[src/rtl/core/srlc_pkg.sv]
package srlc_pkg;

    localparam int CFG_IDX_W  = 3;
    localparam int CFG_DATA_W = 32;

    localparam logic [CFG_IDX_W-1:0] REG_STEP_UP       = 3'd0;
    localparam logic [CFG_IDX_W-1:0] REG_STEP_DOWN     = 3'd1;
    localparam logic [CFG_IDX_W-1:0] REG_STEP_INTERVAL = 3'd2;
    localparam logic [CFG_IDX_W-1:0] REG_NO_DATA       = 3'd3;
    localparam logic [CFG_IDX_W-1:0] REG_BLINK_IDLE    = 3'd4;
    localparam logic [CFG_IDX_W-1:0] REG_BLINK_SLOW    = 3'd5;
    localparam logic [CFG_IDX_W-1:0] REG_BLINK_FAST    = 3'd6;

    localparam logic [1:0] LVL_OFF  = 2'd0;
    localparam logic [1:0] LVL_ONE  = 2'd1;
    localparam logic [1:0] LVL_BOTH = 2'd2;

    localparam logic CMD_TICK    = 1'b0;
    localparam logic CMD_READING = 1'b1;

    localparam logic [30:0] RST_STEP_UP       = 31'd3500;
    localparam logic [30:0] RST_STEP_DOWN     = 31'd300;
    localparam logic [19:0] RST_STEP_INTERVAL = 20'd10000;
    localparam logic [23:0] RST_NO_DATA       = 24'd300000;
    localparam logic [15:0] RST_BLINK_IDLE    = 16'd2000;
    localparam logic [15:0] RST_BLINK_SLOW    = 16'd500;
    localparam logic [15:0] RST_BLINK_FAST    = 16'd125;

    typedef struct packed {
        logic               command;
        logic signed [31:0] power_mw;
    } t_in_item;

    typedef struct packed {
        logic       relay_one;
        logic       relay_two;
        logic       led_on;
        logic [1:0] level;
        logic       changed;
    } t_out_item;

    typedef struct packed {
        logic [30:0] step_up_mw;
        logic [30:0] step_down_mw;
        logic [19:0] step_hold_ms;
        logic [23:0] silence_limit_ms;
        logic [15:0] led_period_off;
        logic [15:0] led_period_one;
        logic [15:0] led_period_two;
    } t_cfg;

endpackage

[src/rtl/core/srlc_cfg_regs.sv]
module srlc_cfg_regs
    import srlc_pkg::*;
(
    input  logic                  i_clk,
    input  logic                  i_rst_n,
    input  logic                  i_wr_en,
    input  logic [CFG_IDX_W-1:0]  i_index,
    input  logic [CFG_DATA_W-1:0] i_data,
    output t_cfg                  o_cfg
);

    t_cfg r_cfg;
    t_cfg n_cfg;

    always_comb begin
        n_cfg = r_cfg;
        if (i_wr_en) begin
            unique case (i_index)
                REG_STEP_UP:       n_cfg.step_up_mw       = i_data[30:0];
                REG_STEP_DOWN:     n_cfg.step_down_mw     = i_data[30:0];
                REG_STEP_INTERVAL: n_cfg.step_hold_ms     = i_data[19:0];
                REG_NO_DATA:       n_cfg.silence_limit_ms = i_data[23:0];
                REG_BLINK_IDLE:    n_cfg.led_period_off   = i_data[15:0];
                REG_BLINK_SLOW:    n_cfg.led_period_one   = i_data[15:0];
                REG_BLINK_FAST:    n_cfg.led_period_two   = i_data[15:0];
                default:           n_cfg = r_cfg;
            endcase
        end
    end

    always_ff @(posedge i_clk) begin
        if (!i_rst_n) begin
            r_cfg.step_up_mw       <= RST_STEP_UP;
            r_cfg.step_down_mw     <= RST_STEP_DOWN;
            r_cfg.step_hold_ms     <= RST_STEP_INTERVAL;
            r_cfg.silence_limit_ms <= RST_NO_DATA;
            r_cfg.led_period_off   <= RST_BLINK_IDLE;
            r_cfg.led_period_one   <= RST_BLINK_SLOW;
            r_cfg.led_period_two   <= RST_BLINK_FAST;
        end else begin
            r_cfg <= n_cfg;
        end
    end

    assign o_cfg = r_cfg;

endmodule

[src/rtl/core/srlc_core.sv]
module srlc_core
    import srlc_pkg::*;
(
    input  logic      i_clk,
    input  logic      i_rst_n,
    input  logic      i_en,
    input  t_in_item  i_item,
    input  t_cfg      i_cfg,
    output t_out_item o_res
);

    logic [1:0]  r_level;
    logic [19:0] r_since_change_ms;
    logic [23:0] r_since_data_ms;
    logic [15:0] r_led_elapsed_ms;
    logic        r_led_state;

    logic [1:0]  n_level;
    logic [19:0] n_since_change_ms;
    logic [23:0] n_since_data_ms;
    logic [15:0] n_led_elapsed_ms;
    logic        n_led_state;
    logic        n_changed;

    logic [19:0] sc_inc;
    logic [23:0] sd_inc;
    logic [15:0] le_inc;
    logic [15:0] period;
    logic        below_down;
    logic        at_up;

    assign sc_inc = (r_since_change_ms == '1) ? r_since_change_ms : r_since_change_ms + 20'd1;
    assign sd_inc = (r_since_data_ms == '1) ? r_since_data_ms : r_since_data_ms + 24'd1;
    assign le_inc = (r_led_elapsed_ms == '1) ? r_led_elapsed_ms : r_led_elapsed_ms + 16'd1;

    assign below_down = i_item.power_mw[31] || (i_item.power_mw[30:0] < i_cfg.step_down_mw);
    assign at_up      = !i_item.power_mw[31] && (i_item.power_mw[30:0] >= i_cfg.step_up_mw);

    always_comb begin
        case (r_level)
            LVL_OFF: period = i_cfg.led_period_off;
            LVL_ONE: period = i_cfg.led_period_one;
            default: period = i_cfg.led_period_two;
        endcase
    end

    always_comb begin
        n_level           = r_level;
        n_since_change_ms = r_since_change_ms;
        n_since_data_ms   = r_since_data_ms;
        n_led_elapsed_ms  = r_led_elapsed_ms;
        n_led_state       = r_led_state;
        n_changed         = 1'b0;
        if (i_item.command == CMD_TICK) begin
            n_since_change_ms = sc_inc;
            n_since_data_ms   = sd_inc;
            n_led_elapsed_ms  = le_inc;
            if (le_inc >= period) begin
                n_led_state      = !r_led_state;
                n_led_elapsed_ms = '0;
            end
            if (sd_inc >= i_cfg.silence_limit_ms) begin
                n_changed       = (r_level != LVL_OFF);
                n_level         = LVL_OFF;
                n_since_data_ms = '0;
            end
        end else begin
            n_since_data_ms = '0;
            if (below_down && (r_level != LVL_OFF)) begin
                n_level           = r_level - 2'd1;
                n_since_change_ms = '0;
                n_changed         = 1'b1;
            end else if (at_up && (r_level != LVL_BOTH)
                         && (r_since_change_ms >= i_cfg.step_hold_ms)) begin
                n_level           = r_level + 2'd1;
                n_since_change_ms = '0;
                n_changed         = 1'b1;
            end
        end
    end

    always_ff @(posedge i_clk) begin
        if (!i_rst_n) begin
            r_level           <= LVL_OFF;
            r_since_change_ms <= '0;
            r_since_data_ms   <= '0;
            r_led_elapsed_ms  <= '0;
            r_led_state       <= 1'b0;
        end else if (i_en) begin
            r_level           <= n_level;
            r_since_change_ms <= n_since_change_ms;
            r_since_data_ms   <= n_since_data_ms;
            r_led_elapsed_ms  <= n_led_elapsed_ms;
            r_led_state       <= n_led_state;
        end
    end

    assign o_res.relay_one = (n_level != LVL_OFF);
    assign o_res.relay_two = (n_level == LVL_BOTH);
    assign o_res.led_on    = n_led_state;
    assign o_res.level     = n_level;
    assign o_res.changed   = n_changed;

    a_level_valid: assert property (@(posedge i_clk) disable iff (!i_rst_n)
        r_level != 2'd3)
        else $error("relay level left its legal range");

    a_changed_moves: assert property (@(posedge i_clk) disable iff (!i_rst_n)
        (i_en && o_res.changed) |=> (r_level != $past(r_level)))
        else $error("changed flagged without a level change");

    a_reading_clears: assert property (@(posedge i_clk) disable iff (!i_rst_n)
        (i_en && (i_item.command == CMD_READING)) |=> (r_since_data_ms == '0))
        else $error("reading did not clear the no-data counter");

    a_step_clears: assert property (@(posedge i_clk) disable iff (!i_rst_n)
        (i_en && (i_item.command == CMD_READING) && o_res.changed)
        |=> (r_since_change_ms == '0))
        else $error("level step did not clear the step counter");

endmodule

[src/rtl/core/stepped_relay_load_controller.sv]
// An item enters the input register; its result then enters the result register and is offered.
// One item per cycle unless stalled; the relay level and counters update once per item in one pass.
// A stalled result holds the result register, and the input register then holds one more item.
// Reset is synchronous and active low: relays off, all counters and the LED cleared,
// and every configuration register returns to its default value.
module stepped_relay_load_controller
    import srlc_pkg::*;
(
    input  logic                  i_clk,
    input  logic                  i_rst_n,
    input  logic                  i_in_valid,
    output logic                  o_in_stall,
    input  t_in_item              i_in_data,
    output logic                  o_out_valid,
    input  logic                  i_out_stall,
    output t_out_item             o_out_data,
    input  logic                  i_cfg_valid,
    output logic                  o_cfg_ready,
    input  logic [CFG_IDX_W-1:0]  i_cfg_index,
    input  logic [CFG_DATA_W-1:0] i_cfg_data
);

    logic      r_s1_valid;
    t_in_item  r_s1_item;
    logic      r_out_valid;
    t_out_item r_out_data;

    t_cfg      cfg;
    t_out_item res;
    logic      s1_move;
    logic      in_accept;

    assign o_cfg_ready = 1'b1;
    assign s1_move     = r_s1_valid && (!r_out_valid || !i_out_stall);
    assign o_in_stall  = r_s1_valid && !s1_move;
    assign in_accept   = i_in_valid && !o_in_stall;

    srlc_cfg_regs u_cfg (
        .i_clk   (i_clk),
        .i_rst_n (i_rst_n),
        .i_wr_en (i_cfg_valid && o_cfg_ready),
        .i_index (i_cfg_index),
        .i_data  (i_cfg_data),
        .o_cfg   (cfg)
    );

    srlc_core u_core (
        .i_clk   (i_clk),
        .i_rst_n (i_rst_n),
        .i_en    (s1_move),
        .i_item  (r_s1_item),
        .i_cfg   (cfg),
        .o_res   (res)
    );

    always_ff @(posedge i_clk) begin
        if (!i_rst_n) begin
            r_s1_valid  <= 1'b0;
            r_out_valid <= 1'b0;
        end else begin
            if (s1_move || !r_s1_valid) begin
                r_s1_valid <= in_accept;
            end
            if (s1_move) begin
                r_out_valid <= 1'b1;
            end else if (!i_out_stall) begin
                r_out_valid <= 1'b0;
            end
        end
    end

    always_ff @(posedge i_clk) begin
        if (in_accept) begin
            r_s1_item <= i_in_data;
        end
        if (s1_move) begin
            r_out_data <= res;
        end
    end

    assign o_out_valid = r_out_valid;
    assign o_out_data  = r_out_data;

endmodule
[config.mk]
export PLATFORM = sky130hd
export DESIGN_NAME = stepped_relay_load_controller
export DESIGN_NICKNAME = d
export VERILOG_FILES = /design/src/rtl/core/srlc_pkg.sv /design/src/rtl/core/srlc_cfg_regs.sv /design/src/rtl/core/srlc_core.sv /design/src/rtl/core/stepped_relay_load_controller.sv
export SDC_FILE = /design/constraint.sdc
export NUM_CORES = 1
export LEC_CHECK = 0
export BUFFER_PORTS_ARGS = -buffer_cell sky130_fd_sc_hd__buf_2
export CAP_MARGIN = 5
export CORE_MARGIN = 3
export CORE_UTILIZATION = 50
export DETAILED_ROUTE_END_ITERATION = 8
export PLACE_DENSITY_LB_ADDON = 0.2
export SYNTH_ARGS = -nofsm -noshare
export SYNTH_HDL_FRONTEND = slang
export SYNTH_SLANG_ARGS = --single-unit
[constraint.sdc]
create_clock -name i_clk -period 3.68 [get_ports i_clk]
set_input_delay 0.368 -clock i_clk [delete_from_list [all_inputs] [get_ports i_clk]]
set_output_delay 0.368 -clock i_clk [all_outputs]
set_load 0.01 [all_outputs]
---- Word-level counts from Yosys, hierarchy flattened ----
Cells that the tools add are included.
operators by class
  $add $sub $neg .......................... 5
  magnitude comparators ................... 5
  equality and inequality tests ........... 15
  multiplexer cells ....................... 22
  bitwise gates (word level) .............. 1
  reduce and logical (&&, ||, !) cells .... 30
operator list
  cell                                                                    number
  20-bit two-way mux                                                      4
  24-bit two-way mux                                                      3
  16-bit two-way mux                                                      2
  16-bit case mux with 2 select lines                                     1
  31-bit greater-or-equal comparator                                      1
  31-bit < comparator                                                     1
  24-bit by 1-bit adder with 24-bit output (second input constant)        1
  24-bit equality test (second input constant)                            1
  24-bit greater-or-equal comparator                                      1
  20-bit by 1-bit adder with 20-bit output (second input constant)        1
  20-bit equality test (second input constant)                            1
  20-bit greater-or-equal comparator                                      1
  16-bit by 1-bit adder with 16-bit output (second input constant)        1
  16-bit equality test (second input constant)                            1
  16-bit greater-or-equal comparator                                      1
  2-bit AND reduction                                                     8
  3-bit equality test (second input constant)                             3
  1-bit two-way mux                                                       8
  2-bit two-way mux                                                       4
  1-bit logical AND                                                       7
  1-bit logical NOT                                                       7
  3-bit by 2-bit equality test with 1-bit output (second input constant)  2
  2-bit != test (second input constant)                                   2
  2-bit nonzero test                                                      2
  12 further kinds                                                        14
word-level totals
  bits in registers ....................... 258
  input bits .............................. 73
  output and inout port bits .............. 9
  word-level logic and storage cells ...... 99

---- Depth between registers and ports, before layout ----
Gate-level depths: netlist of run 1.
  word-level depth ........................ 8
  gate-level depth with buffers ........... 20

---- Modules after synthesis ----
Synthesis of run 1 repeated with hierarchy kept, for this count alone.
unflattened totals
  cell total of the unflattened synthesis .. 1553
  area, all modules ....................... 14318.7 um^2
by module, submodules not included
  module                         times used  cells an instance  area each (um^2)  seq. area each (um^2)
  srlc_core                      1           941                7126.8            1261.2
  srlc_cfg_regs                  1           563                5925.7            3083.0
  stepped_relay_load_controller  1           49                 1266.2            1211.2

---- Worst setup path after synthesis of run 1 ----
Ideal clock, no wire load.
  kind .................................... register to register
  from .................................... register u_core.r_since_data_ms[11]
  to ...................................... register u_core.r_since_data_ms[16]
  setup time .............................. 0.074 ns
  arrival ................................. 3.894 ns
  required time ........................... 3.606 ns
  setup slack ............................. -0.289 ns
  stages on the path, launching flop included .. 20
  path through ............................ dfxtp_1 -> and3_1 -> and4_1 -> clkbuf_1 -> a31o_2 -> or3_4 -> nor2_4 -> nand3_2 -> nor2_1 -> xor2_1 -> ha_1 -> a21o_1 -> a221o_1 -> a21oi_1 -> o211ai_1 -> nand2b_1 -> nor2_2 -> buf_2 -> a21oi_1 -> a31oi_1
between the ends
  word-level cells in the longest chain between the ends .. 5
RTL lines
  item                                                                              line             source
  from (decl)                                                                       srlc_core.sv:14  logic [23:0] r_since_data_ms;
  from (signal assigned)                                                            srlc_core.sv:92  r_since_data_ms <= n_since_data_ms;
  24-bit by 1-bit adder with 24-bit output or 24-bit equality test (tied branches)  srlc_core.sv:33  assign sd_inc = (r_since_data_ms == '1) ? r_since_data_ms : r_since_data_ms + 24'd1;
  24-bit two-way mux (*)                                                            srlc_core.sv:33
  24-bit greater-or-equal comparator                                                srlc_core.sv:62  if (sd_inc >= i_cfg.silence_limit_ms) begin
  24-bit two-way mux (*)                                                            srlc_core.sv:62
  24-bit two-way mux (*)                                                            srlc_core.sv:54  if (i_item.command == CMD_TICK) begin
Every way passes the cells marked *; elsewhere a longest branch is shown, timed or not.
A chain may end at the register's enable or synchronous reset.

---- Final worst setup path of run 1 ----
  from .................................... register u_core.r_since_data_ms[20]
  to ...................................... register u_core.r_since_data_ms[6]
The elaborated chain is that of the path after synthesis.

==> PnR_summary.wiki, run 1 <==
{| class="wikitable"
! Metric !! Value
|-
| Run status || finished, violations left
|-
| Failing checks || setup timing
|-
| Height of the die || 169 µm
|-
| Number of synthesized register bits || 258
|-
| # Max-Cap Violations || 0
|-
| Startpoint class of the critical path || register
|-
| Pin count of the biggest net entering global routing || 113
|-
| Total negative slack for setup checks || -0.273 ns
|-
| Most used standard cell by instance count after synthesis || nand2_1
|-
| Time the worst path needs with I/O delays and setup || 3.74 ns
|-
| Initial DRC Count || 938
|-
| Number of detailed-route iterations in the first pass || 5
|-
| Total count of max-transition violations in the final report || 0
|-
| Top area cells in the synthesized netlist || dfxtp_1 33%, ha_1 12%, nand2_1 11%, edfxtp_1 8.8%, a21oi_1 7.8%
|-
| Post-Place Setup Slack || -0.174 ns
|-
| Post-DR vias/cell || 5.54
|-
| First-pass GRT wire length || 55.5 mm
|-
| Setup-violating endpoint count in the final report || 14
|-
| Cell area after placement || 14500 µm²
|-
| Final Instance Area || 16000 µm²
|-
| Area share of the largest cell type after synthesis || 0.330
|-
| Biggest area consumer among synthesized cells || dfxtp_1
|-
| Insertion delay of the later-clocked pin in the worst-skew pair || 0.55 ns
|-
| Worst-case clock buffer depth || 3
|-
| Root buf cell || clkbuf_16
|-
| Peak VDD IR || 390 µV
|-
| Critical path start-end classification || register to register
|-
| Clock Sink Count || 258
|-
| Final core utilization || 0.613
|-
| Design Power || 6.46 mW
|-
| Total number of vias || 11800
|-
| Level count of the clock H-tree || 1
|-
| Final Hold Slack || 0.0413 ns
|-
| Number of cells after detailed placement || 2035
|-
| Final number of hold-violating endpoints || 0
|-
| Initial antenna violation count || 2
|-
| Post-detailed-route DRC marker count || 0
|-
| Area of the mapped netlist || 13300 µm²
|-
| Number of global-route vias before repair || 11200
|-
| Total power divided by cell area || 404 nW/µm²
|-
| Required @ worst endpoint || 4.15 ns
|-
| Last weighted congestion value of the routability-driven placer || 0.867
|-
| Leakage || 6.48 nW
|-
| Final critical-path share of the clock period || 1.02
|-
| Highest net fanout along the worst path || 6
|-
| Initial Util || 0.510
|-
| Syn avg cell area || 8.21 µm²
|-
| Path class of the lowest-slack min-delay path || primary input to register
|-
| Area Growth Syn to Fin || 20.2%
|-
| Antenna-violating nets left || 0
|-
| Relative slew slack || 0.215
|-
| Max Freq || 267 MHz
|-
| Share of layout cells above drive strength 1 || 0.148
|-
| Category of the worst setup path capture point || register
|-
| Num rows || 59
|-
| Synth warnings || 0
|-
| Final net count || 1966
|-
| Cell Count, Final, Fillers Out || 2126
|-
| Fin worst setup slack || -0.0609 ns
|-
| Arrival time of data at the critical path endpoint || 4.21 ns
|-
| Max Clock Skew || 0.0167 ns
|-
| Remaining global-route overflow || 0
|-
| Width of the die || 169 µm
|-
| Area of the core || 26100 µm²
|-
| Number of instances in the synthesized netlist || 1617
|-
| Number of buffers added by the clock tree synthesis step || 29
|-
| Clock edge transition at the registers on the reported setup and hold paths || 0.06 ns
|-
| Async set-reset flop share out of synthesis || 0
|-
| TritonCTS clock tree || done
|-
| GRT Total Usage || 0.238
|-
| PortBufs || 79
|-
| I/O pins || 82
|-
| Main flop type after synthesis || dfxtp_1
|-
| Sequential area share after synthesis || 0.418
|-
| Die ar. || 28500 µm²
|-
| Number of library cell types mapped by synthesis || 64
|-
| Setup repair after global routing missed its margin || yes
|-
| Wire per inst || 16.5 µm
|-
| EDFF count, synth || 39
|-
| Number of nets produced by synthesis || 1817
|-
| Synth cell count leaders || 379 x nand2_1, 219 x dfxtp_1, 208 x a21oi_1
|-
| Half-perimeter wire length after detailed placement || 23.8 mm
|-
| Worst-margin pin slew || 1.17 ns
|-
| Total wire length after detailed routing || 35.0 mm
|}
==> power by group <==
| group | internal (mW) | switching [mW] | total [mW] |
|---|---|---|---|
| clock | 1.84 | 1.16 | 3.00 |
| sequential | 2.93 | 0.0393 | 2.97 |
| combinational | 0.183 | 0.301 | 0.484 |
| total | 4.95 | 1.50 | 6.46 |
==> logic make-up (layout without fill, tap and decap cells) <==
kind of cell / count (synthesis) / count (layout) / share of synthesized area
buf+inv: 185 / 357 / 0.0542
compound gates: 366 / 366 / 0.167
xor+xnor: 44 / 44 / 0.0290
flops: 258 / 258 / 0.418
fa+ha+maj: 127 / 127 / 0.120
other cells: 1 / 3 / 0.000282
simple gates: 632 / 632 / 0.208
mux: 4 / 4 / 0.00330
==> critical path, cell delays in order (launching register included) <==
cell,delay [ns]
dfxtp_2,0.32
and3_4,0.17
and4_4,0.19
a31o_4,0.22
or3_4,0.35
nor2_4,0.23
nand2_2,0.09
xnor2_2,0.15
ha_1,0.33
nand4_1,0.11
o21bai_1,0.10
a21o_1,0.19
a2111oi_2,0.29
o211ai_1,0.17
nand2b_4,0.20
nor2_4,0.16
buf_6,0.15
a31oi_1,0.08
a31oi_1,0.15
==> registers in the layout (all words and copies together) (netlist names) <==
name / cells
u_core.r_since_change_ms: 20
r_s1_item: 33
o_out_valid: 1
u_core.r_led_state: 1
u_core.r_since_data_ms: 24
u_core.r_led_elapsed_ms: 16
u_cfg.o_cfg: 154
u_core.r_level: 2
r_s1_valid: 1
o_out_data: 6
==> layout make-up <==
class / count / area, µm²
flip-flops and latches: 258 / 5560
repair buffers: 184 / 1310
multi-input cells: 1174 / 7210
inverters: 119 / 449
clock inverters: 8 / 93.8
clock buffers: 46 / 913
well taps: 335 / 419
diodes: 2 / 5.00
fillers: 2273 / 10100
==> final timing paths <==
kind	to	from	slack, ns	cells past startpoint
max reg2reg	u_core.r_since_data_ms[6]	u_core.r_since_data_ms[20]	-0.06	18
min	r_s1_item[1]	i_in_data[1]	0.04	1
min reg2reg	u_cfg.o_cfg[118]	u_cfg.o_cfg[118]	0.45	2
max	u_core.r_since_data_ms[6]	u_core.r_since_data_ms[20]	-0.06	18
==> per-layer routing <==
layer,global-route usage,part of all wire
met1,0.306,0.44
met2,0.410,0.48
met3,0.0385,0.055
met4,0.0726,0.028
met5,0,0
==> cells in the final DEF (no fill, tap or decap), types with 9 or more instances in the layout <==
master         instances
xor2_1                18
inv_1                118
dlygate4sd3_1         32
nor2_1                60
buf_4                 67
a21oi_1              200
a21oi_2                9
nand2_1              376
o211ai_1              29
dfxtp_1              212
a22o_1                15
edfxtp_1              39
ha_1                 126
xnor2_1               25
a22oi_1               12
nand4_1               24
buf_2                 79
and3_1                19
or3_1                 10
a31oi_1               14
nand3_1               71
o21ai_0               20
a21o_1                18
nor3_1                12
clkbuf_16             32
==> what timing repair did <==
item,CTS,global route
hold buffers,32,0
gates resized for setup,17,24
setup buffers,1,2
setup endpoints to repair,29,48
pin swaps,17,10
hold endpoints to repair,32,0
No activity file was read; power rests on OpenSTA's default activity.
==> run 2, diff against run 1 <==
Settings changed: RECOVER_POWER set to 50, SLEW_MARGIN set to 30.
==> run 2 against run 1 <==
Against the previous run: the run ends with capacitance limit, slew limit, setup timing left; count of clock-buffer cells in the layout down 6; die area is the same; core utilization fell by 0.31 points; clock skew down 0.0058 ns; cell area shrank 0.51%; first-iteration DRC count is 8.7% lower; wire length down 1.1%; largest cell class unchanged; largest power group is now registers.
==> PnR_summary.wiki, run 2 (synthesis gave the netlist of run 1 again) <==
{| class="wikitable"
! Metric !! Value
|-
| Run status || finished, violations left
|-
| Failing checks || capacitance limit, slew limit, setup timing
|-
| Clock edge transition at the registers on the reported setup and hold paths || 0.06 ns
|-
| Logic pwr share || 0.077
|-
| Die ar. || 28500 µm²
|-
| Required @ worst endpoint || 3.98 ns
|-
| Initial Util || 0.510
|-
| Level count of the clock H-tree || 1
|-
| Max reg flops || 154
|-
| Total negative slack for setup checks || -0.263 ns
|-
| Fillcell total || 2259
|-
| Initial DRC Count || 856
|-
| Worst-margin pin slew || 1.90 ns
|-
| Peak VDD IR || 383 µV
|-
| Area of the core || 26100 µm²
|-
| Startpoint class of the critical path || register
|-
| Max Freq || 265 MHz
|-
| Cell Count, Final, Fillers Out || 2127
|-
| Insertion delay of the later-clocked pin in the worst-skew pair || 0.55 ns
|-
| Relative contribution of sequential cells to total power || 0.475
|-
| Total power divided by cell area || 394 nW/µm²
|-
| Time the worst path needs with I/O delays and setup || 3.77 ns
|-
| Fin worst setup slack || -0.0878 ns
|-
| Final number of hold-violating endpoints || 0
|-
| Category of the worst setup path capture point || register
|-
| Final Hold Slack || 0.0496 ns
|-
| Power dissipated by switching net loads || 1.49 mW
|-
| Total wire length after detailed routing || 34.6 mm
|-
| Num rows || 59
|-
| First-pass GRT wire length || 55.6 mm
|-
| Most frequent cells in the layout || 377 x nand2_1, 212 x dfxtp_1, 202 x a21oi_1
|-
| Leading cell type in the layout, fill and taps excluded || nand2_1
|-
| Critical path start-end classification || register to register
|-
| Path class of the lowest-slack min-delay path || primary input to register
|-
| Wire per inst || 16.3 µm
|-
| Switching portion of total power || 0.238
|-
| Total number of vias || 11700
|-
| Setup-violating endpoint count in the final report || 11
|-
| Pin count of the biggest net entering global routing || 113
|-
| Root buf cell || clkbuf_16
|-
| Antenna-violating nets left || 0
|-
| Internal power summed over all cells || 4.78 mW
|-
| Number of detailed-route iterations in the first pass || 5
|-
| Share of layout cells above drive strength 1 || 0.140
|-
| Number of global-route vias before repair || 11100
|-
| Post-Place Setup Slack || -0.217 ns
|-
| Initial antenna violation count || 2
|-
| Half-perimeter wire length after detailed placement || 23.9 mm
|-
| Post-detailed-route DRC marker count || 0
|-
| Total count of max-transition violations in the final report || 108
|-
| PortBufs || 79
|-
| Width of the die || 169 µm
|-
| Remaining global-route overflow || 0
|-
| I/O pins || 82
|-
| Worst-case clock buffer depth || 3
|-
| Leakage || 6.43 nW
|-
| TritonCTS clock tree || done
|-
| Relative contribution of the clock network to total power || 0.448
|-
| # Max-Cap Violations || 3
|-
| GRT Total Usage || 0.237
|-
| Number of cells after detailed placement || 2036
|-
| Last weighted congestion value of the routability-driven placer || 0.867
|-
| Number of buffers added by the clock tree synthesis step || 28
|-
| Area Growth Syn to Fin || 19.6%
|-
| Relative slew slack || -0.267
|-
| Final net count || 1969
|-
| Final critical-path share of the clock period || 1.02
|-
| Height of the die || 169 µm
|-
| Highest net fanout along the worst path || 5
|-
| Clock Sink Count || 258
|-
| Max Clock Skew || 0.0109 ns
|-
| Setup repair after global routing missed its margin || yes
|-
| Arrival time of data at the critical path endpoint || 4.07 ns
|-
| Post-DR vias/cell || 5.51
|}
run 2: worst max-delay path, stage by stage (launching register included):
cell      delay [ns]
dfxtp_2         0.32
and3_4          0.17
and4_4          0.19
a31o_4          0.22
or3_4           0.35
nor2_4          0.20
nand3_4         0.12
nor2_4          0.10
xor2_1          0.07
ha_1            0.32
and3_4          0.19
o211ai_1        0.11
a21oi_1         0.19
o211ai_1        0.12
o211ai_1        0.16
buf_4           0.20
nor2_4          0.03
o21bai_4        0.18
mux2_4          0.27
run 2: per-stage QoR:
step | power [mW] | instance area [µm²] | util
2_1_floorplan | 3.29 | 13400 | -
4_1_cts | 6.32 | 15800 | 0.608
3_5_place_dp | 3.48 | 14500 | 0.557
6_report | 6.26 | 15900 | 0.610
5_1_grt | 6.49 | 15900 | 0.610
3_3_place_gp | 3.47 | 14500 | 0.555
run 2: worst paths after layout:
kind	from	to	slack [ns]	depth (start not counted)
setup / recovery	u_core.r_since_data_ms[20]	o_out_data[1]	-0.09	18
hold / removal	i_in_valid	r_s1_valid	0.05	3
setup reg to reg	u_core.r_since_data_ms[20]	o_out_data[1]	-0.09	18
hold reg to reg	u_cfg.o_cfg[118]	u_cfg.o_cfg[118]	0.45	2
run 2: cell type report:
class | instances | area [µm²] | share of cell area
Timing Repair Buffer | 188 | 1330 | 0.0837
Clock buffer | 40 | 807 | 0.0508
Antenna cell | 2 | 5.00 | 0.000315
Inverter | 119 | 449 | 0.0283
Multi-Input combinational cell | 1174 | 7200 | 0.453
Clock inverter | 11 | 109 | 0.00685
Tap cell | 335 | 419 | 0.0264
Sequential cell | 258 | 5560 | 0.350
run 2: timing repair:
item,CTS,global route
endpoints found under the setup margin,30,48
hold buffers,32,0
cloned,0,0
hold endpoints to repair,32,0
buffers inserted,3,3
pin swaps,11,5
gates resized for setup,16,18
run 2: metal layers:
metal  part of all wire  vias up  global-route usage  wire length [µm]
li1                   -     5886                   -                 -
met1               0.44     5489               0.311             15400
met2               0.48      265               0.408             16400
met3              0.048       73              0.0308              1670
met4              0.033        0              0.0754              1130
met5                  0        -                   0                 0
run 2: power by group through the flow:
stage	clock network (mW)	registers, mW	logic, mW
final	2.81	2.97	0.483
after global routing	2.97	2.98	0.541
after CTS	2.86	2.97	0.481
after detailed placement	0	3.03	0.450
after global placement	0	3.03	0.434
after floorplan	0	3.02	0.267
